### config.mk
export PLATFORM = sky130hd
export DESIGN_NAME = bdrs_hash
export DESIGN_NICKNAME = d
export VERILOG_FILES = /design/src/rtl/core/bdrs_pkg.sv /design/src/rtl/core/bdrs_hash.sv
export SDC_FILE = /design/constraint.sdc
export NUM_CORES = 2
export LEC_CHECK = 0
export BUFFER_PORTS_ARGS = -buffer_cell sky130_fd_sc_hd__buf_2
export CAP_MARGIN = 10
export CORE_ASPECT_RATIO = 0.5
export CORE_UTILIZATION = 65
export CTS_BUF_LIST = sky130_fd_sc_hd__clkbuf_4 sky130_fd_sc_hd__clkbuf_8
export CTS_CLUSTER_DIAMETER = 50
export DETAILED_ROUTE_END_ITERATION = 12
export PLACE_DENSITY_LB_ADDON = 0.15
export SYNTH_ARGS = -nofsm -noshare
export SYNTH_HDL_FRONTEND = slang
export SYNTH_SLANG_ARGS = --single-unit
export TNS_END_PERCENT = 5
### constraint.sdc
create_clock -name clock -period 26.1 [get_ports clock]
set_input_delay 7.83 -clock clock [delete_from_list [all_inputs] [get_ports clock]]
set_output_delay 7.83 -clock clock [all_outputs]
set_load 0.05 [all_outputs]
### src/rtl/core/bdrs_pkg.sv
// shared types, constants and state codes of the bloom dedup reservoir sampler
`timescale 1ns / 1ps

package bdrs_pkg;

   // filter geometry
   localparam int FILTER_INDEX_BITS = 15;
   localparam int FILTER_DEPTH      = 1 << FILTER_INDEX_BITS;

   // reservoir pool geometry
   localparam int POOL_DEPTH = 50;
   localparam int POOL_IDX_W = (POOL_DEPTH > 1) ? $clog2(POOL_DEPTH) : 1;
   localparam int POOL_CNT_W = $clog2(POOL_DEPTH + 1);

   // field widths
   localparam int KEY_W   = 48;
   localparam int RND_W   = 32;
   localparam int CFG_W   = 4;
   localparam int SLOT_W  = 6;
   localparam int FILL_W  = 6;
   localparam int HASH_W  = 32;
   localparam int WORD_W  = 64;
   localparam int SEEN_W  = 32;

   // probe count limits
   localparam int MAX_PROBES = 8;
   localparam int PROBE_W    = 3;

   localparam logic [CFG_W-1:0] RESET_NUM_HASHES = 4'd3;

   // mixing finalizer constants
   localparam logic [WORD_W-1:0] MUL_A  = 64'hff51afd7ed558ccd;
   localparam logic [WORD_W-1:0] MUL_B  = 64'hc4ceb9fe1a85ec53;
   localparam logic [WORD_W-1:0] GOLDEN = 64'h9e3779b97f4a7c15;
   localparam int                MIX_SHIFT = 33;

   typedef struct packed {
      logic [KEY_W-1:0] device_key;
      logic [RND_W-1:0] random_word;
   } req_type;

   typedef struct packed {
      logic              is_new;
      logic              pool_written;
      logic [SLOT_W-1:0] pool_slot;
      logic [FILL_W-1:0] pool_fill;
   } rsp_type;

   typedef enum logic [3:0] {
      ST_CLEAR,
      ST_IDLE,
      ST_HASH1,
      ST_HASH2,
      ST_PROBE_RD,
      ST_PROBE_CHK,
      ST_SET,
      ST_UPDATE,
      ST_MOD,
      ST_RESULT
   } state_type;

endpackage

### src/rtl/core/bdrs_hash.sv
// 64-bit mixing finalizer on one shared 32x32 multiplier
`timescale 1ns / 1ps

module bdrs_hash (
   input  logic                         clock,
   input  logic                         reset,
   input  logic                         start,
   input  logic [bdrs_pkg::WORD_W-1:0]  value,
   output logic                         done,
   output logic [bdrs_pkg::HASH_W-1:0]  result
);

   logic [bdrs_pkg::WORD_W-1:0] v_ff, v_in;
   logic [bdrs_pkg::WORD_W-1:0] acc_ff, acc_in;
   logic [2:0]                  cnt_ff, cnt_in;
   logic                        run_ff, run_in;
   logic                        done_ff, done_in;
   logic [bdrs_pkg::WORD_W-1:0] mul_const;
   logic [31:0]                 op_a, op_b;
   logic [63:0]                 prod;

   // cnt[2] picks the multiplier constant, cnt[1:0] the partial product step
   assign mul_const = cnt_ff[2] ? bdrs_pkg::MUL_B : bdrs_pkg::MUL_A;

   always_comb begin
      case (cnt_ff[1:0])
         2'd0: begin
            op_a = v_ff[31:0];
            op_b = mul_const[31:0];
         end
         2'd1: begin
            op_a = v_ff[31:0];
            op_b = mul_const[63:32];
         end
         2'd2: begin
            op_a = v_ff[63:32];
            op_b = mul_const[31:0];
         end
         default: begin
            op_a = v_ff[63:32];
            op_b = mul_const[63:32];
         end
      endcase
   end

   assign prod = 64'(op_a) * 64'(op_b);

   always_comb begin
      v_in    = v_ff;
      acc_in  = acc_ff;
      cnt_in  = cnt_ff;
      run_in  = run_ff;
      done_in = 1'b0;
      if (start) begin
         v_in   = value ^ (value >> bdrs_pkg::MIX_SHIFT);
         cnt_in = '0;
         run_in = 1'b1;
      end else if (run_ff) begin
         cnt_in = cnt_ff + 3'd1;
         case (cnt_ff[1:0])
            2'd0: acc_in = prod;
            2'd1: acc_in[63:32] = acc_ff[63:32] + prod[31:0];
            2'd2: acc_in[63:32] = acc_ff[63:32] + prod[31:0];
            default: begin
               v_in = acc_ff ^ (acc_ff >> bdrs_pkg::MIX_SHIFT);
               if (cnt_ff == 3'd7) begin
                  run_in  = 1'b0;
                  done_in = 1'b1;
               end
            end
         endcase
      end
   end

   always_ff @(posedge clock) begin
      if (reset) begin
         run_ff  <= 1'b0;
         done_ff <= 1'b0;
         cnt_ff  <= '0;
      end else begin
         run_ff  <= run_in;
         done_ff <= done_in;
         cnt_ff  <= cnt_in;
      end
      v_ff   <= v_in;
      acc_ff <= acc_in;
   end

   assign done   = done_ff;
   assign result = v_ff[bdrs_pkg::HASH_W-1:0];

endmodule

==> key figures <==
Setup path
  • Kind of launch point of the worst setup path: flop
  • Buffers and inverters on the worst path: 12
  • WP data arrival: 12130 ps
  • Type of the worst setup path: flop to flop
  • Top Family by Delay on Critical Path: adder cells
  • Type of destination of the critical path: flop
  • Critical path peak fanout: 53
  • Data required time of the critical path: approximately 26000 ps
  • Cell mode on critical path: sky130_fd_sc_hd__fa_1
  • CP peak stage delay: ~630 ps
  • Slowest cell on the critical path: sky130_fd_sc_hd__buf_4

Finish
  • Share of layout cells above drive strength 1: between 7 and 8%
  • Number of standard cells in the final layout excluding fillers: between 4000 and 5000
  • Most common cell after layout, fill and taps aside: sky130_fd_sc_hd__inv_1
  • Post-synthesis to final-layout area growth: 4.50%
  • Final net count: 4958
  • Commonest cells after routing, fill and taps aside: sky130_fd_sc_hd__inv_1, sky130_fd_sc_hd__fa_1, sky130_fd_sc_hd__ha_1, sky130_fd_sc_hd__nand2_1, sky130_fd_sc_hd__nor2_1
  • Post-Route Utilization: a little under 70%

Synthesis
  • Synthesized Nets: between 4000 and 5000
  • Most used flip-flop cell after synthesis: sky130_fd_sc_hd__edfxtp_1
  • Number of distinct library cell variants in the gate-level netlist after synthesis: a little under 70
  • Part of the Yosys area used for sequential elements: a little over a tenth
  • Post-synth EDFFs: between 100 and 150
  • Number of synthesized register bits: between 100 and 150
  • Mapped Area: between 30000 and 40000 um2
  • Number of instances in the synthesized netlist: roughly 3600
  • Yosys synthesis warning count: 0
  • Post-synthesis area per instance: between 10 and 15 um2
  • Async set-reset flop share out of synthesis: 0%

STA
  • Crit path time final: 11920 ps
  • Final-report max-slew violation count: 0
  • Total Neg Setup Slack: 0 ps
  • Share of the cycle needed by the critical path after routing: a little under half
  • Worst clock skew on the final layout: about 18 ps
  • Max Fclk: about 84 MHz
  • Transition time at the pin with the least slew margin: approximately 1200 ps
  • Slew margin rel.: 22.2%
  • Count of endpoints failing setup in the final report: 0
  • Unrepaired setup endpoints after global routing: no
  • Worst hold slack across all endpoints: about 570 ps
  • Hold Violations, Final: 0

Clock tree
  • Resized cells post-CTS: 0
  • Quantity of hold-fixing buffers added after cts: 0
  • Maximum buffer depth of the clock tree: 2
  • Setup Buffers After CTS: 0
  • CTS H-Tree Depth: 4
  • Clock buffers created by TritonCTS: 17
  • TritonCTS sink count: 133
  • Clk_lat worst skew: 470 ps
  • Cell at the root of the clock tree: sky130_fd_sc_hd__clkbuf_8
  • Clock tree from TritonCTS: yes
  • Post-CTS clock slew at the launch and capture registers of the worst setup and hold paths: around 100 ps

Die
  • DIE WIDTH: between 300 and 400 um
  • Core Box Area: between 50000 and 60000 um2
  • Die boundary height: around 170 um
  • Effective utilization at floorplan: approximately two thirds
  • Die area: 57600 um2
  • Top-Level Pins: 100
  • Floorplan row count: 61

Run status
  • Result of the run: complete, no violations

Hold path
  • Min-Delay Path Class: flop to flop

Route
  • Length of the first detailed-routing pass in iterations: 6
  • Antenna Violating Nets Remaining: 0
  • Vias per inst: slightly below 6
  • Via count of the routed design: between 20000 and 30000
  • Count of unresolved DRC violations after routing: 0
  • Routed wire length: 118000 um
  • Initial DRC count: between 3000 and 4000
  • Routed wire per std cell: 26.4 um

GRT
  • Maximum number of pins on one net before global-route repair: 65
  • Number of antenna violations at the first check in global routing: 3
  • Final global-route overflow total: 0
  • Vias in the first global route: roughly 28000
  • Global-route wire length before repair: between 150000 and 200000 um
  • Tot GR Track Use: 43.0%

Placed design
  • Number of instances in the placed design: ~4400
  • DP HPWL: about 100000 um
  • Weighted congestion at the end of routability-driven global placement: approximately 1.0
  • Count of input and output buffers: between 90 and 100

Run
  • Reported max-cap violation count: 0
-- metal layers --
| metal | global-route usage [%] | vias up | share of wire, % |
|---|---|---|---|
| met4 | 12.6 | 2 | 3.6 |
| met3 | 17.6 | 248 | 16 |
| met2 | 59.3 | 1672 | 40 |
| met5 | 1.17 | - | 0.082 |
| li1 | - | 11200 | - |
| met1 | 62.1 | 13500 | 40 |
-- kinds of logic (layout without fill, tap and decap cells) --
| group | Yosys count | in the layout | synth area share (%) |
|---|---|---|---|
| AOI/OAI and AO/OA | 376 | 376 | 6.34 |
| other | 1 | 2 | 0.0102 |
| xor gates and xnor gates | 153 | 153 | 3.64 |
| DFF | 133 | 133 | 10.7 |
| and+or+nand+nor | 639 | 639 | 7.49 |
| buffers and inverters | 1077 | 1137 | 11.3 |
| adders and majority gates | 1195 | 1195 | 58.3 |
| muxes | 75 | 75 | 2.20 |
-- final cells by class --
class                      count  area, um2
timing repair buffer         141        813
multi-input combinational   2439      28700
clock inverter                15        160
sequential                   133       3950
tap                          756        946
fill                        4299      17300
inverter                     964       3620
clock buffer                  17        234
antenna                        1       2.50
-- worst register-to-register path, delay by kind of cell (launching register included) --
kind,cells,cell delay (ps)
adders and majority gates,12,5310
AOI/OAI and AO/OA,7,1750
and+or+nand+nor,6,980
buffers and inverters,12,2430
muxes,1,90
DFF,1,410
xor gates and xnor gates,2,710
-- stage by stage --
stage	setup WS (ps)	instance area, um2
3_5_place_dp	14460	38000
4_1_cts	14400	38400
5_1_grt	13660	38400
3_3_place_gp	14710	38000
2_1_floorplan	14980	36800
6_report	14180	38400
-- flip-flops by register name, summed over array words and instances (netlist names) --
signal,count
acc_ff,64
cnt_ff,3
done,1
run_ff,1
v_ff,64
-- cell usage after synthesis (all sizes together) (3+ instances only) --
| cell type | instances | area [um2] |
|---|---|---|
| a41oi | 6 | 60.1 |
| ha | 333 | 4170 |
| a21o | 62 | 467 |
| mux2i | 28 | 280 |
| a211o | 4 | 35.0 |
| buf | 40 | 273 |
| o21a | 10 | 75.1 |
| nor4 | 3 | 18.8 |
| a31oi | 11 | 68.8 |
| clkinv | 10 | 37.5 |
| clkbuf | 73 | 274 |
| nand3 | 22 | 110 |
| and3 | 12 | 77.6 |
| nand4 | 15 | 93.8 |
| a21oi | 119 | 596 |
| a21boi | 5 | 37.5 |
| xnor2 | 85 | 744 |
| nand2b | 33 | 206 |
| inv | 954 | 3580 |
| and2 | 9 | 56.3 |
| a21bo | 3 | 30.0 |
| fa | 862 | 17300 |
| a32oi | 3 | 26.3 |
| o21bai | 15 | 113 |
| o22ai | 6 | 37.5 |
| xor2 | 68 | 596 |
| or2 | 14 | 87.6 |
| o21ai | 97 | 489 |
| or3b | 4 | 35.0 |
| nor2b | 7 | 43.8 |
| nor3 | 20 | 100 |
| and4 | 4 | 35.0 |
| nand2 | 246 | 923 |
| a211oi | 7 | 52.6 |
| edfxtp | 128 | 3840 |
| nor2 | 244 | 916 |
| o31ai | 4 | 30.0 |
| dfxtp | 5 | 100 |
| mux2 | 47 | 529 |
| o211ai | 6 | 45.0 |
-- final timing paths --
| path | from | endpoint | slack, ps | cells after the start |
|---|---|---|---|---|
| max | cnt_ff[0] | acc_ff[63] | 14180 | 40 |
| min | acc_ff[31] | v_ff[31] | 570 | 1 |
| max reg2reg | cnt_ff[0] | acc_ff[63] | 14180 | 40 |
| min reg2reg | acc_ff[31] | v_ff[31] | 570 | 1 |
Power is not shown: default switching activity piles up to over one toggle a cycle in this logic, so the estimate is an artifact.
