## config.mk

```make
export PLATFORM = sky130hd
export DESIGN_NAME = bdrs_mod
export DESIGN_NICKNAME = d
export VERILOG_FILES = /design/src/rtl/core/bdrs_pkg.sv /design/src/rtl/core/bdrs_mod.sv
export SDC_FILE = /design/constraint.sdc
export NUM_CORES = 1
export LEC_CHECK = 0
export BUFFER_PORTS_ARGS = -buffer_cell sky130_fd_sc_hd__buf_4
export CAP_MARGIN = 20
export CORE_UTILIZATION = 40
export DETAILED_ROUTE_END_ITERATION = 10
export PLACE_DENSITY_LB_ADDON = 0.1
export SYNTH_ARGS = -nofsm -noshare
export SYNTH_HDL_FRONTEND = slang
export SYNTH_SLANG_ARGS = --single-unit
```

## constraint.sdc

```tcl
create_clock -name clock -period 3.7 [get_ports clock]
set_input_delay 0.37 -clock clock [delete_from_list [all_inputs] [get_ports clock]]
set_output_delay 0.37 -clock clock [all_outputs]
set_load 0.02 [all_outputs]
```

## src/rtl/core/bdrs_pkg.sv

```systemverilog
// shared types, constants and state codes of the bloom dedup reservoir sampler
`timescale 1ns / 1ps

package bdrs_pkg;

   // filter geometry
   localparam int FILTER_INDEX_BITS = 15;
   localparam int FILTER_DEPTH      = 1 << FILTER_INDEX_BITS;

   // reservoir pool geometry
   localparam int POOL_DEPTH = 50;
   localparam int POOL_IDX_W = (POOL_DEPTH > 1) ? $clog2(POOL_DEPTH) : 1;
   localparam int POOL_CNT_W = $clog2(POOL_DEPTH + 1);

   // field widths
   localparam int KEY_W   = 48;
   localparam int RND_W   = 32;
   localparam int CFG_W   = 4;
   localparam int SLOT_W  = 6;
   localparam int FILL_W  = 6;
   localparam int HASH_W  = 32;
   localparam int WORD_W  = 64;
   localparam int SEEN_W  = 32;

   // probe count limits
   localparam int MAX_PROBES = 8;
   localparam int PROBE_W    = 3;

   localparam logic [CFG_W-1:0] RESET_NUM_HASHES = 4'd3;

   // mixing finalizer constants
   localparam logic [WORD_W-1:0] MUL_A  = 64'hff51afd7ed558ccd;
   localparam logic [WORD_W-1:0] MUL_B  = 64'hc4ceb9fe1a85ec53;
   localparam logic [WORD_W-1:0] GOLDEN = 64'h9e3779b97f4a7c15;
   localparam int                MIX_SHIFT = 33;

   typedef struct packed {
      logic [KEY_W-1:0] device_key;
      logic [RND_W-1:0] random_word;
   } req_type;

   typedef struct packed {
      logic              is_new;
      logic              pool_written;
      logic [SLOT_W-1:0] pool_slot;
      logic [FILL_W-1:0] pool_fill;
   } rsp_type;

   typedef enum logic [3:0] {
      ST_CLEAR,
      ST_IDLE,
      ST_HASH1,
      ST_HASH2,
      ST_PROBE_RD,
      ST_PROBE_CHK,
      ST_SET,
      ST_UPDATE,
      ST_MOD,
      ST_RESULT
   } state_type;

endpackage

```

## src/rtl/core/bdrs_mod.sv

```systemverilog
// bit-serial restoring remainder, one dividend bit per cycle
`timescale 1ns / 1ps

module bdrs_mod (
   input  logic                        clock,
   input  logic                        reset,
   input  logic                        start,
   input  logic [bdrs_pkg::SEEN_W-1:0] dividend,
   input  logic [bdrs_pkg::SEEN_W-1:0] divisor,
   output logic                        done,
   output logic [bdrs_pkg::SEEN_W-1:0] remainder
);

   localparam int CNT_W = $clog2(bdrs_pkg::SEEN_W);

   logic [bdrs_pkg::SEEN_W-1:0] rem_ff, rem_in;
   logic [bdrs_pkg::SEEN_W-1:0] num_ff, num_in;
   logic [bdrs_pkg::SEEN_W-1:0] div_ff, div_in;
   logic [CNT_W-1:0]            cnt_ff, cnt_in;
   logic                        run_ff, run_in;
   logic                        done_ff, done_in;
   logic [bdrs_pkg::SEEN_W:0]   trial;
   logic [bdrs_pkg::SEEN_W:0]   diff;

   assign trial = {rem_ff, num_ff[bdrs_pkg::SEEN_W-1]};
   assign diff  = trial - {1'b0, div_ff};

   always_comb begin
      rem_in  = rem_ff;
      num_in  = num_ff;
      div_in  = div_ff;
      cnt_in  = cnt_ff;
      run_in  = run_ff;
      done_in = 1'b0;
      if (start) begin
         rem_in = '0;
         num_in = dividend;
         div_in = divisor;
         cnt_in = '0;
         run_in = 1'b1;
      end else if (run_ff) begin
         // remainder stays below the divisor, so the low bits always hold it
         rem_in = diff[bdrs_pkg::SEEN_W] ? trial[bdrs_pkg::SEEN_W-1:0]
                                         : diff[bdrs_pkg::SEEN_W-1:0];
         num_in = num_ff << 1;
         cnt_in = cnt_ff + 1'b1;
         if (cnt_ff == CNT_W'(bdrs_pkg::SEEN_W - 1)) begin
            run_in  = 1'b0;
            done_in = 1'b1;
         end
      end
   end

   always_ff @(posedge clock) begin
      if (reset) begin
         run_ff  <= 1'b0;
         done_ff <= 1'b0;
         cnt_ff  <= '0;
      end else begin
         run_ff  <= run_in;
         done_ff <= done_in;
         cnt_ff  <= cnt_in;
      end
      rem_ff <= rem_in;
      num_ff <= num_in;
      div_ff <= div_in;
   end

   assign done      = done_ff;
   assign remainder = rem_ff;

endmodule

```

==> results of run 1 <==
-- cell type report --
| cell class | count | area, µm² |
|---|---|---|
| inverters | 44 | 165 |
| clock buffers | 9 | 225 |
| fillers | 1364 | 7400 |
| flip-flops and latches | 103 | 2700 |
| well taps | 184 | 230 |
| multi-input cells | 430 | 2980 |
| clock inverters | 7 | 81.3 |
| repair buffers | 108 | 811 |
-- cells in the mapped netlist (4+ instances only) --
cell type | instances | area (µm²)
ha_1 | 34 | 425
o21ai_0 | 18 | 90.1
and3_1 | 6 | 37.5
xor2_1 | 9 | 78.8
nand3_1 | 12 | 60.1
buf_4 | 5 | 37.5
a31oi_1 | 6 | 37.5
nand2b_1 | 7 | 43.8
a311oi_1 | 21 | 184
xnor2_1 | 18 | 158
a211oi_1 | 14 | 105
clkbuf_1 | 24 | 90.1
dfxtp_1 | 39 | 781
nand2_1 | 71 | 267
o211ai_1 | 5 | 37.5
edfxtp_1 | 64 | 1920
nor2_1 | 54 | 203
inv_1 | 44 | 165
o21a_1 | 4 | 30.0
nand4_1 | 6 | 37.5
or3_1 | 4 | 25.0
a21oi_1 | 39 | 195
a21o_1 | 12 | 90.1
mux2_2 | 31 | 349
a211o_1 | 4 | 35.0
nor3_1 | 4 | 20.0
-- registers in the layout, indices dropped and copies added, names as in the netlist --
signal and count:
done 1, run_ff 1, div_ff 32, remainder 32
num_ff 32, cnt_ff 5
-- critical path, delay by kind of cell, from the launching register on --
kind            cells  cell delay (ns)
flops               1             0.34
fa+ha+maj           1             0.42
simple gates        2             0.71
compound gates      5             1.47
xor+xnor            1             0.36
-- power groups by stage --
stage                     combinational (µW)  clock (µW)  sequential (µW)
after global routing                     945        1060             1400
after CTS                                848        1020             1390
after floorplan                          572           0             1440
final                                    852         983             1390
after detailed placement                 842           0             1410
after global placement                   843           0             1410
-- path summary, 6_finish.rpt --
kind / end / slack (ns) / cells past startpoint
worst max-delay path: remainder[19] / 0.34 / 9
worst min-delay path: run_ff / 0.16 / 2
worst max register to register: remainder[19] / 0.34 / 9
worst min register to register: remainder[16] / 0.52 / 2
-- cell families after synthesis --
group,after synthesis,share of synthesized area (%)
buffers and inverters,78,5.51
xor gates and xnor gates,29,4.86
DFF,103,45.1
adders and majority gates,35,7.43
AOI/OAI and AO/OA,148,16.8
and+or+nand+nor,183,13.9
muxes,34,6.33
-- per-layer routing --
layer | vias to the layer above | track usage (%)
met2 | 118 | 28.3
met5 | - | 0
met4 | 0 | 4.25
met1 | 2222 | 23.6
met3 | 6 | 5.58
li1 | 2391 | -
-- timing repair --
| item | in CTS | in global routing |
|---|---|---|
| resized for setup | 0 | 0 |
| hold buffers | 0 | 0 |
| setup endpoints to repair | 0 | 1 |
-- metrics by stage --
stage	instances	hold WS, ns	instance area, µm²
floorplan	610	0.442	5990
global placement	868	0.482	6870
detailed placement	868	0.512	6870
CTS	884	0.145	7180
global route	885	0.151	7190
finish	885	0.159	7190
==> impl_results.md, run 1 <==
- Sw power: 1040 µW
- Met3 WL: 859 µm
- Fin worst setup slack: 0.341 ns
- Die area: 0.0155 mm²
- Status: completed
- Worst-path clk slew: 0.08 ns
- Post-layout util: 49.3%
- Sw Ratio: 32.3%
- DP Wirelength: 9.67 mm
- Root buf cell: clkbuf_16
- Vias after detailed routing: 4,737
- I/O pin cnt: 100
- Vias in the first global route: 4,521
- Uppermost layer routed: met4
- Most common cell after layout, fill and taps aside: buf_4
- Fmax: 298 MHz
- P_leak: 0.00302 µW
- Wl on met1: 6.39 mm
- Final-report setup violation count: 0
- Placeable core area: 0.0146 mm²
- Final #Nets: 798
- Core Rows: 44
- Share of cells above drive strength 1: 23.3%
- Post-place setup slack: 0.263 ns
- Final period util: 90.8%
- Clock Skew: 0.0187 ns
- Area growth from synthesis to layout: 20.0%
- Worst-case clock buffer depth: 2
- Worst path slowest cell: or4_1
- Syn Inst Count: 610
- Synthesized flop and latch total: 103
- Worst Tran Pin Value: 0.768 ns
- First-pass GRT wire length: 22.5 mm
- Final Hold Fails: 0
- Register area share after synthesis: 45.1%
- TNS Setup: 0 ns
- Post-synth EDFFs: 64
- Met2 wire length: 6.25 mm
- Critical Path Sink Type: flip-flop
- Worst Setup SP: remainder[26]
- Largest net degree at the start of global routing: 60
- Diode count: 0
- Most frequent cells in the layout: buf_4, nand2_1, edfxtp_1
- Post-CTS setup buffer count: 0
- Gate power share: 26.5%
- GRT Overall Usage: 17.8%
- Syn nets: 712
- RSZ-0062 raised after global routing: no
- Ys Warns: 0
- Arr. time, crit path: 3.65 ns
- DRC viols: 0
- CP peak stage delay: 0.62 ns
- Avg Synthesized Cell Area: 9.82 µm²
- Gr ovfl total: 0
- Final Max Tran Viols: 0
- Worst Path Required: 3.99 ns
- Yosys cell types: 61
- Asr flop ratio synth: 0%
- CTS H-tree lvls: 3
- Clk_lat worst skew: 0.36 ns
- DR vias/cell: 5.35
- Power, Total: 3220 µW
- DR WL/cell: 15.3 µm
- Period minus WS final: 3.36 ns
- Internal: 2180 µW
- DRT antenna net count: 0
- Starting Density: 41.1%
- Critical path class: reg -> reg
- Post-Syn Area: 0.00599 mm²
- Crit-path max FO: 13
- Placer congestion estimate: 0.852
- Hold/Removal Path Class: in -> reg
- Die Height: 124 µm
- PD cells: 448 mW/mm²
- Min-delay src: reset
- Drt initial violations: 267
- CTS tree: built
- Clock share of power: 30.5%
- Chip Width: 124 µm
- Worst VDD drop: 0.000264 V
- Antenna violations before repair: 0
- Pre-antenna DRT Iters: 7
- Cells along the critical path: ha_1 > a21oi_2 > o21ai_1 > a2111oi_0 > nor2_1 > a221o_1 > xnor2_2 > or4_1 > a211oi_2
- Maxcap violations: 0
- Top_reg_cell synth: edfxtp_1
- Max-Slew Margin vs Limit: 48.6%
- Reg power frac: 43.0%
- Final wirelength: 13.6 mm
- Worst r2r src: remainder[26]
- Clock sink total: 103
- I/O Buffers: 99
- CP Launch Type: flip-flop
- CTS buffer count: 9
Note: power is estimated with default switching activity, not from simulation.
==> run 2, diff against run 1 <==
Settings changed: CORE_MARGIN from default to 2.
==> run 2 against run 1 <==
Effect of this change:
- critical path depth grew 2
- highest routed layer unchanged
- clock skew decreased by 0.0039 ns
- largest power group unchanged
- die area up 3.2%
- clock power decreased by 2.3%
- first-iteration DRC count grew 3.0%
- final area is essentially flat
- largest cell class unchanged
- sequential power is essentially flat
==> impl_results.md, run 2 (same netlist as run 1, synthesis figures left out) <==
- DRC viols: 0
- Most frequent CP cell: a21oi_1
- Worst R2R Setup Slack: 0.44 ns
- Hold Slack: 0.164 ns
- I/O Buffers: 99
- Hold/Removal Path Class: in -> reg
- Max-Slew Margin vs Limit: 51.5%
- CP Launch Type: flip-flop
- Maxcap violations: 0
- RSZ-0062 raised after global routing: no
- PD cells: 446 mW/mm²
- Internal: 2180 µW
- Critical Path Sink Type: flip-flop
- Core Rows: 44
- DR vias/cell: 5.43
- Arr. time, crit path: 3.52 ns
- CTS buffer count: 9
- Fmax: 307 MHz
- Worst Hold Depth: 2
- Die area: 0.0160 mm²
- CP peak stage delay: 0.53 ns
- Multi-input logic area: 0.00296 mm²
- Crit-path max FO: 19
- Starting Density: 41.1%
- Fillers: 1,400
- CTS tree: built
- Drt initial violations: 275
- Share of cells above drive strength 1: 23.4%
- Placer congestion estimate: 0.884
- Register Area: 0.00270 mm²
- CTS H-tree lvls: 3
- Final wirelength: 13.6 mm
- I/O pin cnt: 100
- R2R depth: 11
- Pre-antenna DRT Iters: 4
- Worst-path clk slew: 0.08 ns
- Diode count: 0
- Reg power frac: 43.3%
- Die Height: 126 µm
- Chip Width: 126 µm
- Post-CTS setup buffer count: 0
- DP Wirelength: 9.78 mm
- Clock sink total: 103
- Worst Path Required: 3.96 ns
- Critical path class: reg -> reg
- Most frequent cells in the layout: buf_4, nand2_1, edfxtp_1
- Most common cell after layout, fill and taps aside: buf_4
- Worst Tran Pin Value: 0.727 ns
- Worst-case clock buffer depth: 2
- Clk_lat worst skew: 0.36 ns
- Sum of buffers and inverters on the critical path: 2
- Final Hold Fails: 0
- Final #Nets: 799
- Crit. path cell count: 11
- DRT antenna net count: 0
- Gr ovfl total: 0
- Final Max Tran Viols: 0
- Gate power share: 26.8%
- Final-report setup violation count: 0
- DR WL/cell: 15.4 µm
- Area growth from synthesis to layout: 19.9%
- Sw power: 1020 µW
- GRT Overall Usage: 17.4%
- Vias in the first global route: 4,764
- Clock Skew: 0.0148 ns
- Placeable core area: 0.0146 mm²
- Status: completed
- Worst VDD drop: 0.000280 V
- Antenna violations before repair: 0
- Period minus WS final: 3.26 ns
- Sw Ratio: 32.0%
- Hold-fix buffers, CTS: 0
- CP delay by family, top: compound AO/OA/AOI/OAI gates
- Worst path slowest cell: xnor2_4
- Vias after detailed routing: 4,811
- Cts repair resizes: 0
- Largest net degree at the start of global routing: 60
- Root buf cell: clkbuf_16
- First-pass GRT wire length: 22.7 mm
- TNS Setup: 0 ns
- P_leak: 0.00302 µW
- Final period util: 88.1%
- Cells along the critical path: inv_1 > ha_1 > a21oi_1 > nor3b_1 > a211o_1 > nand3_2 > a221o_1 > xnor2_4 > buf_4 > a21oi_1 > a211oi_1
- Clock share of power: 30.0%
## run 2: cell types whose count changed in the layout (fill, tap and decap cells not counted)
cell	before	now
xnor2_2	1	0
inv_6	1	2
clkinv_4	2	1
clkinvlp_4	0	1
inv_8	2	1
buf_4	108	110
## run 2: worst paths after layout
kind / end / start
max: remainder[23] / div_ff[5]
min: run_ff / reset
max reg2reg: remainder[23] / div_ff[5]
min reg2reg: cnt_ff[3] / cnt_ff[3]
## run 2: per-stage QoR
stage               setup WS, ns  util (%)  area, µm²  instances  power, µW
floorplan                  0.698         -       5990        610       2010
CTS                        0.433      49.3       7190        886       3240
detailed placement         0.455      47.2       6890        870       2270
global route               0.178      49.3       7190        886       3390
global placement           0.569      47.2       6890        870       2260
finish                     0.439      49.3       7190        886       3200
## run 2: final cells by class
cell class / count / area share, %
clock buffer: 9 / 3.13
multi-input combinational: 429 / 41.2
clock inverter: 7 / 1.08
timing repair buffer: 110 / 11.5
sequential: 103 / 37.6
tap: 184 / 3.20
inverter: 44 / 2.30
## run 2: metal layers
metal | part of all wire, % | global-route usage [%] | vias up
met5 | 0 | 0 | -
met4 | 1.4 | 4.78 | 0
met3 | 6.6 | 5.78 | 13
met2 | 46 | 26.9 | 110
met1 | 46 | 23.4 | 2297
li1 | - | - | 2391
## run 2: power by group through the flow
stage	clock (µW)	combinational, µW	sequential (µW)
6_report	960	857	1390
5_1_grt	1030	954	1400
4_1_cts	994	858	1390
3_5_place_dp	0	854	1410
3_3_place_gp	0	846	1410
2_1_floorplan	0	572	1440
