**config.mk**
```make
export PLATFORM = sky130hd
export DESIGN_NAME = bdrs_ram
export DESIGN_NICKNAME = d
export VERILOG_FILES = /design/src/rtl/core/bdrs_ram.sv
export SDC_FILE = /design/constraint.sdc
export NUM_CORES = 1
export LEC_CHECK = 0
export BUFFER_PORTS_ARGS = -buffer_cell sky130_fd_sc_hd__buf_2
export CAP_MARGIN = 40
export CELL_PAD_IN_SITES_DETAIL_PLACEMENT = 1
export CELL_PAD_IN_SITES_GLOBAL_PLACEMENT = 2
export CORE_ASPECT_RATIO = 1.75
export CORE_MARGIN = 5
export CORE_UTILIZATION = 48
export DETAILED_ROUTE_END_ITERATION = 8
export GPL_TIMING_DRIVEN = 0
export HOLD_SLACK_MARGIN = 0.15
export MAX_ROUTING_LAYER = met4
export PLACE_DENSITY = 0.89
export SLEW_MARGIN = 10
export SYNTH_ARGS = -nofsm -noshare
export SYNTH_HDL_FRONTEND = slang
export SYNTH_SLANG_ARGS = --single-unit
```
**constraint.sdc**
```tcl
create_clock -name clock -period 1.7 [get_ports clock]
set_input_delay 0.085 -clock clock [delete_from_list [all_inputs] [get_ports clock]]
set_output_delay 0.085 -clock clock [all_outputs]
set_load 0.01 [all_outputs]
```
**src/rtl/core/bdrs_ram.sv**
```systemverilog
// generic single write port ram with registered read
`timescale 1ns / 1ps

module bdrs_ram #(
   parameter int WIDTH = 8,
   parameter int DEPTH = 16
) (
   input  logic                                         clock,
   input  logic                                         wr_en,
   input  logic [((DEPTH > 1) ? $clog2(DEPTH) : 1)-1:0] wr_addr,
   input  logic [WIDTH-1:0]                             wr_data,
   input  logic [((DEPTH > 1) ? $clog2(DEPTH) : 1)-1:0] rd_addr,
   output logic [WIDTH-1:0]                             rd_data
);

   logic [WIDTH-1:0] mem_ff [DEPTH];

   always_ff @(posedge clock) begin
      if (wr_en) begin
         mem_ff[wr_addr] <= wr_data;
      end
      rd_data <= mem_ff[rd_addr];
   end

endmodule

```
==> results.ini, run 1 <==
[critical_path]
worstPathRequired_ns = 1.74
critPathMaxFanout = 8
setup.worst_path.end_class = flop
cpLargestDelayFamily = simple AND/OR/NAND/NOR gates
worstPathBufferInverterCount = 2
cp_slowest_cell = nor2_1
worstSetupPathType = primary input to flop
arrival_ns = 1.68
cp-start-kind = primary input
cpPeakStageDelay_ns = 0.66
cp_cell_sequence = dlygate4sd3_1 -> buf_2 -> nand2b_1 -> nor2_1

[timing]
tns_ns = 0
max_slew.worst_pin.slew_ns = 0.8214
slew_headroom = 0.4504
fmax_mhz = 607.2
fin_hold_ws_ns = 0.2268
slew_violations = 0
finalSetupViolCount = 0
rsz0062_at_grt = yes
setup_ws_ns = 0.05312
hold_viol = 0
min_period_over_period = 0.9688
fin_crit_ns = 1.647
skew_ns = 0.003674

[placed_design]
placed_cells = 385
io_buffer_count = 24
dp_hpwl_um = 7065
gp_congestion = 0.8008
post_dp_cell_area_mm2 = 0.005450
place_ws_ns = -0.1217

[detailed_routing]
post_drt_wl_per_cell_um = 24.25
finalWirelength_um = 10360
vias = 2453
firstDrtPassIters = 4
viasPerCell = 5.745
first_iter_violations = 154
detail-route-antenna-nets = 0
post-route-drc-count = 0

[yosys]
syn_nets = 247
synth_most_common_cell = edfxtp_1
ys_top_cells_by_count = edfxtp_1 (128), mux4_2 (18), a22oi_1 (16)
syn_avg_cell_area_um2 = 22.48
ys_ff_latch = 136
synth_cells = 229
yosysSeqAreaShare = 0.7778
ys_warn_count = 0
syn-cell-area_mm2 = 0.005147
synth_cell_types = 19
yosysTopAreaCell = edfxtp_1
netlist_top_cells_area = edfxtp_1 (75%), mux4_2 (7.9%), mux4_1 (7.1%), dfxtp_1 (3.1%), a22oi_1 (2.3%)
synth-edff-count = 128
synth_top_area_frac = 0.7467
ys_async_sr_fraction = 0
synthFlopType = edfxtp_1

[global_routing]
antenna_found_initial = 0
grt_pass1_vias = 2592
grt_overflow = 0
grt_max_degree = 17
grtUsageTotal = 0.1858
grt_pass1_wl_um = 16300

[clock_tree]
cts.sink_count = 136
cts_setup_buffers = 0
cts.clk_slew.worst_paths_ns = 0.06
cts_buffers = 17
cts_root_buffer = clkbuf_16
ctsResizeCount = 0
cts_tree = built
cts_buffer_depth = 2
h-tree-depth = 4
clock_insertion_delay_worst_skew_ns = 0.41

[die]
dieArea_mm2 = 0.01298
coreArea_mm2 = 0.01064
die_w_um = 88.28
pin_count = 26
die_h_um = 147.0
fp-row-count = 50
start_util = 0.4840

[final_layout]
multi_input_area_mm2 = 0.001067
final_area_mm2 = 0.006178
fin_cells = 427
fillerInstances = 936
areaGrowthSynthToFinish_pct = 20.03
antenna_cells = 0
ff_latch_area_mm2 = 0.004004
nNetsFinal = 302
drive_gt1_frac = 0.2963

[power_and_ir_drop]
ir_worst_vdd_v = 0.0008713
power_density_mw_per_mm2 = 1290
leakage_nw = 2.087

[flow_run]
maxCapViolations = 0

[outcome]
status = finished, final reports clean

[min_path]
min_path_type = primary input to flop

-- path summary, 6_finish.rpt --
kind / startpoint / to / slack (ns) / cells after the start
min: wr_addr[3] / mem_ff[0][6] / 0.23 / 3
max reg2reg: mem_ff[0][3] / rd_data[3] / 0.29 / 3
min reg2reg: mem_ff[10][7] / rd_data[7] / 0.70 / 3
max: wr_addr[1] / mem_ff[5][4] / 0.05 / 4
-- area by class of cell --
type                    count  area share
flip-flops and latches    136      0.6480
clock buffers              17     0.06885
repair buffers             36     0.03726
clock inverters            15     0.03281
multi-input cells          83      0.1727
plain buffers              10     0.01397
well taps                 130     0.02633
-- worst register-to-register path, cell delays in order (launching register included) --
cell and delay [ns]:
edfxtp_1 0.37, mux4_1 0.55, a22oi_1 0.27, nand2_1 0.10
-- stage by stage --
| stage | utilization | power (mW) |
|---|---|---|
| 3_3_place_gp | 0.5106 | 4.186 |
| 5_1_grt | 0.5809 | 8.247 |
| 4_1_cts | 0.5809 | 8.024 |
| 6_report | 0.5809 | 7.970 |
| 3_5_place_dp | 0.5125 | 4.214 |
| 2_1_floorplan | - | 4.035 |
-- sequential cells by signal (all words and copies together) (netlist names) --
| register | count |
|---|---|
| mem_ff | 128 |
| rd_data | 8 |
-- kinds of logic after synthesis --
| kind of cell | count (synthesis) | synth area share |
|---|---|---|
| AO/OA/AOI/OAI | 16 | 0.02334 |
| multiplexers | 32 | 0.1502 |
| AND/OR/NAND/NOR | 35 | 0.03184 |
| buffers and inverters | 10 | 0.01677 |
| flip-flops | 136 | 0.7778 |
-- what timing repair did --
action / CTS / global route
hold endpoints to repair: 134 / 0
hold buffers: 10 / 0
setup endpoints to repair: 0 / 8
-- power breakdown --
group | internal, mW | leakage, nW | total [mW] | switching (mW)
registers | 3.75 | 1.22 | 3.77 | 0.0180
logic | 0.165 | 0.570 | 0.386 | 0.221
clock network | 2.46 | 0.293 | 3.82 | 1.36
-- cell usage in the layout (no fill, tap or decap), drive strengths merged --
master,count
dlygate4sd3,10
clkinv,6
and2b,1
nor2,13
nand3,1
buf,33
nand3b,2
clkdlybuf4s25,3
edfxtp,128
nor3,4
clkbuf,17
clkinvlp,4
mux4,32
or3b,1
nand2b,2
nor2b,1
bufinv,4
and2,1
nand2,9
a22oi,16
dfxtp,8
inv,1
-- metal layers --
layer	part of all wire	routed length, µm	GRT usage
met1	0.40	4133	0.2330
met2	0.55	5684	0.2942
met3	0.034	353	0.04265
met4	0.018	184	0.06884
met5	0	0	-
(Power assumes the default switching activity.)
==> run 2: changes to the inputs <==
- MAX_ROUTING_LAYER: met4 -> not set
==> results.ini, run 2 (synthesis gave the netlist of run 1 again) <==
[outcome]
status = finished, final reports clean

[timing]
setup_ws_ns = 0.06321  ; +0.01010 ns
skew_ns = 0.004482  ; +0.0008084 ns
fin_crit_ns = 1.637  ; -0.01010 ns
fin_hold_ws_ns = 0.2282  ; +0.001408 ns
fmax_mhz = 611.0  ; +0.62%
rsz0062_at_grt = no
slew_headroom = 0.4414  ; -0.009034
hold_viol = 0  ; unchanged
max_slew.worst_pin.slew_ns = 0.8349  ; +0.01350 ns
slew_violations = 0  ; unchanged
finalSetupViolCount = 0  ; unchanged
min_period_over_period = 0.9628  ; -0.005939

[clock_tree]
cts_buffer_depth = 2  ; unchanged
hold_buffers = 10  ; unchanged
cts_buffers = 17  ; unchanged
cts_setup_buffers = 0  ; unchanged
h-tree-depth = 4  ; unchanged
clock_insertion_delay_worst_skew_ns = 0.41  ; about the same
cts_tree = built
cts_root_buffer = clkbuf_16
cts.clk_slew.worst_paths_ns = 0.06  ; about the same
cts.sink_count = 136  ; unchanged
ctsResizeCount = 0  ; unchanged

[min_path]
min_path_type = primary input to flop
worstHoldStart = wr_addr[3]

[power_and_ir_drop]
switching_power_mw = 1.596  ; -0.23%
power_frac_comb = 0.048  ; about the same
leakage_nw = 2.087  ; unchanged
ir_worst_vdd_v = 0.0008672  ; -0.47%
power_density_mw_per_mm2 = 1289  ; about the same
swShare = 0.2003  ; -0.0003806
pwr-share-clk = 0.479  ; about the same
seqPwrFrac = 0.473  ; about the same
intPower_mw = 6.370  ; about the same

[final_layout]
fillerInstances = 936  ; unchanged
top_regs = mem_ff: 128 flops, rd_data: 8 flops
areaGrowthSynthToFinish_pct = 20.03  ; unchanged
top_register = mem_ff
largest_reg_flops = 128  ; unchanged
drive_gt1_frac = 0.2963  ; unchanged
mostFrequentLayoutCells = edfxtp_1 (128), buf_2 (29), mux4_2 (18)
antenna_cells = 0  ; unchanged
nNetsFinal = 302  ; unchanged
final_common_cell = edfxtp_1
final_area_mm2 = 0.006178  ; unchanged
fin_cells = 427  ; unchanged
final_core_util = 0.5809  ; unchanged

[global_routing]
grt_use_met1 = 0.2311  ; -0.001962
grt_pass1_vias = 2600  ; +0.31%
grt_overflow = 0  ; unchanged
grt_max_degree = 17  ; unchanged
busiest_layer = met2
grtUsageTotal = 0.1807  ; -0.005134
grt_pass1_wl_um = 16280  ; -0.17%
grt.met2_usage = 0.2942  ; unchanged
use_met3 = 0.04265  ; unchanged
antenna_found_initial = 0  ; unchanged

[critical_path]
critPathMaxFanout = 8  ; unchanged
arrival_ns = 1.67  ; about the same
cp_cell_sequence = dlygate4sd3_1 -> buf_2 -> nand2b_1 -> nor2_1
timing.rr.start = mem_ff[0][3]
setup.worst_path.end_class = flop
cpLargestDelayFamily = simple AND/OR/NAND/NOR gates
cpPeakStageDelay_ns = 0.65  ; about the same
cp_slowest_cell = nor2_1
worstPathRequired_ns = 1.73  ; about the same
cp-start-kind = primary input
critPathLaunch = wr_addr[1]
worstSetupPathType = primary input to flop
worstPathBufferInverterCount = 2  ; unchanged

[die]
dieArea_mm2 = 0.01298  ; unchanged
fp-row-count = 50  ; unchanged
die_w_um = 88.28  ; unchanged
pin_count = 26  ; unchanged
die_h_um = 147.0  ; unchanged
start_util = 0.4840  ; unchanged
coreArea_mm2 = 0.01064  ; unchanged

[detailed_routing]
viasPerCell = 5.698  ; -0.82%
firstDrtPassIters = 4  ; unchanged
vias = 2433  ; -0.82%
post_drt_wl_per_cell_um = 24.30  ; +0.21%
finalWirelength_um = 10380  ; +0.21%
detail-route-antenna-nets = 0  ; unchanged
first_iter_violations = 163  ; +5.8%
post-route-drc-count = 0  ; unchanged

[placed_design]
dp_hpwl_um = 7065  ; unchanged
placed_cells = 385  ; unchanged
post_dp_cell_area_mm2 = 0.005450  ; unchanged
gp_congestion = 0.7897  ; -1.4%
place_ws_ns = -0.1217  ; unchanged
io_buffer_count = 24  ; unchanged

[flow_run]
maxCapViolations = 0  ; unchanged

-- run 2: cell counts in the layout (fill, tap and decap cells not counted) --
Identical to the previous run, type by type.
-- run 2: final cells by class --
class                   instances  area, µm²  area share
multi-input cells              83       1067      0.1727
clock buffers                  17      425.4     0.06885
repair buffers                 36      230.2     0.03726
well taps                     130      162.7     0.02633
clock inverters                15      202.7     0.03281
plain buffers                  10      86.33     0.01397
flip-flops and latches        136       4004      0.6480
-- run 2: tightest hold or removal path, stage by stage --
cell    delay (ns)
buf_2         0.10
or3b_2        0.15
nor3_1        0.11
-- run 2: stage by stage --
stage / setup TNS (ns) / power, mW
final: 0 / 7.966
after global routing: 0 / 8.245
after CTS: 0 / 8.024
after detailed placement: -1.337 / 4.214
after global placement: -6.273 / 4.186
after floorplan: 0 / 4.035
-- run 2: metal layers --
metal,part of all wire,vias up
met3,0.034,8
met2,0.55,68
met4,0.016,0
met1,0.40,1272
met5,0,-
li1,-,1085
-- run 2: final timing paths --
kind	endpoint	slack [ns]	cells past startpoint
min	mem_ff[0][6]	0.23	3
min reg2reg	rd_data[7]	0.70	3
max reg2reg	rd_data[3]	0.29	3
max	mem_ff[9][3]	0.06	4
-- run 2: power groups by stage --
stage	registers, mW	clock network, mW	logic (mW)
after floorplan	3.84	0	0.190
after global placement	3.83	0	0.355
after detailed placement	3.84	0	0.376
after CTS	3.77	3.86	0.395
after global routing	3.77	4.05	0.418
final	3.77	3.81	0.386
==> run 3: changes to the inputs <==
- CORE_UTILIZATION: 48 -> 40
- PLACE_DENSITY: 0.89 -> 0.78
==> results.ini, run 3 (synthesis gave the netlist of run 1 again) <==
[die]
coreArea_mm2 = 0.01280  ; +20%
fp-row-count = 55  ; +10%
start_util = 0.4022  ; -0.08185
pin_count = 26  ; unchanged
die_h_um = 160.1  ; +8.9%
dieArea_mm2 = 0.01533  ; +18%
die_w_um = 95.75  ; +8.5%

[critical_path]
r2r_end = rd_data[5]
critPathMaxFanout = 8  ; unchanged
cp-start-kind = primary input
worstPathRequired_ns = 1.73  ; about the same
timing.rr.start = mem_ff[2][5]
setup.worst_path.end_class = flop
cp_slowest_cell = nor2_1
cp_cell_sequence = dlygate4sd3_1 -> buf_2 -> nand2b_1 -> nor2_1
worstSetupPathType = primary input to flop
ff2ff_setup_slack_ns = 0.21  ; -0.08 ns
cpPeakStageDelay_ns = 0.65  ; about the same
reg2reg_depth = 3  ; unchanged
arrival_ns = 1.70  ; +0.03 ns

[power_and_ir_drop]
leakage_nw = 2.070  ; -0.80%
power_density_mw_per_mm2 = 1240  ; -3.8%
ir_worst_vdd_v = 0.0008500  ; -2.0%
power_mw = 7.661  ; -3.8%

[clock_tree]
h-tree-depth = 4  ; unchanged
cts_buffers = 17  ; unchanged
cts_setup_buffers = 0  ; unchanged
cts.clk_slew.worst_paths_ns = 0.05  ; about the same
cts_buffer_depth = 2  ; unchanged
clock_insertion_delay_worst_skew_ns = 0.41  ; about the same
cts_tree = built
cts_root_buffer = clkbuf_16
cts.sink_count = 136  ; unchanged

[timing]
fmax_mhz = 601.5  ; -1.5%
rsz0062_at_grt = yes
finalSetupViolCount = 0  ; unchanged
fin_hold_ws_ns = 0.1706  ; -0.05767 ns
slew_headroom = 0.4022  ; -0.03916
skew_ns = 0.003956  ; -0.0005260 ns
min_period_over_period = 0.9779  ; +0.01508
slew_violations = 0  ; unchanged
fin_crit_ns = 1.662  ; +0.02564 ns
max_slew.worst_pin.slew_ns = 0.8918  ; +0.05696 ns
hold_viol = 0  ; unchanged

[final_layout]
mostFrequentLayoutCells = edfxtp_1 (128), buf_2 (29), mux4_2 (18)
top_register = mem_ff
top_regs = mem_ff: 128 flops, rd_data: 8 flops
final_common_cell = edfxtp_1
drive_gt1_frac = 0.2872  ; -0.009134
largest_reg_flops = 128  ; unchanged
final_area_mm2 = 0.006176  ; about the same
fillerInstances = 1220  ; +30%
areaGrowthSynthToFinish_pct = 19.98  ; about the same
nNetsFinal = 302  ; unchanged
antenna_cells = 0  ; unchanged

[detailed_routing]
viasPerCell = 5.328  ; -6.5%
firstDrtPassIters = 6  ; +2
first_iter_violations = 206  ; +26%
vias = 2488  ; +2.3%
post_drt_wl_per_cell_um = 22.72  ; -6.5%
finalWirelength_um = 10610  ; +2.2%
detail-route-antenna-nets = 0  ; unchanged
post-route-drc-count = 0  ; unchanged

[placed_design]
io_buffer_count = 24  ; unchanged
dp_hpwl_um = 7157  ; +1.3%
post_dp_cell_area_mm2 = 0.005502  ; +0.94%
gp_congestion = 0.7649  ; -3.1%

[global_routing]
grt_max_degree = 17  ; unchanged
grtUsageTotal = 0.1533  ; -0.02734
grt_pass1_wl_um = 15890  ; -2.4%
antenna_found_initial = 0  ; unchanged
grt_overflow = 0  ; unchanged
grt_pass1_vias = 2650  ; +1.9%

[min_path]
worstHoldPathCells = 2  ; -1
whs_endpoint = mem_ff[4][2]
min_path_type = primary input to flop
worstHoldStart = wr_addr[1]

[outcome]
status = finished, final reports clean

[flow_run]
maxCapViolations = 0  ; unchanged

## run 3: changes by cell type in the layout (fill, tap and decap cells not counted), sizes merged
| cell | delta |
|---|---|
| clkbuf | +4 |
| clkinvlp | -2 |
| clkinv | -1 |
| inv | -1 |
| bufinv | -1 |
## run 3: layout make-up
class	instances	area, µm²	share of cell area
Buffer	10	86.33	0.01398
Tap cell	171	214.0	0.03464
Timing Repair Buffer	36	230.2	0.03728
Clock inverter	10	128.9	0.02087
Sequential cell	136	4004	0.6483
Multi-Input combinational cell	83	1072	0.1736
Clock buffer	21	440.4	0.07131
## run 3: worst max-delay path, delay by kind of cell
family,cells,cell delay (ns)
buffers and inverters,2,0.69
AND/OR/NAND/NOR,2,0.91
## run 3: worst max path at each step
stage / from / end / slack, ns / cells after the start
after global placement: wr_addr[2] / mem_ff[0][3] / -0.38 / 3
after CTS: wr_addr[0] / mem_ff[2][2] / 0.05 / 4
after floorplan: wr_addr[2] / mem_ff[0][0] / 0.12 / 2
final: wr_addr[0] / mem_ff[2][2] / 0.04 / 4
after global routing: wr_addr[0] / mem_ff[2][4] / -0.009 / 4
after detailed placement: wr_addr[2] / mem_ff[3][3] / -0.06 / 3
## run 3: metal layers
metal,global-route usage,wire (µm),part of all wire,vias up
li1,-,-,-,1080
met1,0.1653,3830,0.36,1311
met2,0.2575,5807,0.55,77
met3,0.04194,444,0.042,20
met4,0.09780,528,0.050,0
met5,0,0,0,-
## run 3: metrics by stage
stage / utilization / setup slack [ns] / cells / TNS, ns
after CTS: 0.4821 / 0.04855 / 467 / 0
final: 0.4825 / 0.03757 / 467 / 0
after detailed placement: 0.4298 / -0.05827 / 426 / -1.074
after global routing: 0.4825 / -0.008559 / 467 / -0.1042
after global placement: 0.4283 / -0.3845 / 424 / -7.223
after floorplan: - / 0.1221 / 229 / 0
## run 3: power breakdown
group          switching, mW  internal (mW)  leakage [nW]
combinational          0.225          0.164         0.572
clock                   1.22           2.28         0.274
sequential            0.0185           3.75          1.22
total                   1.47           6.19          2.07
## run 3: what timing repair did
action                                  CTS  global route
resized for setup                         0             2
endpoints found under the setup margin    0            16
endpoints found under the hold margin   133             0
hold buffers                             10             0
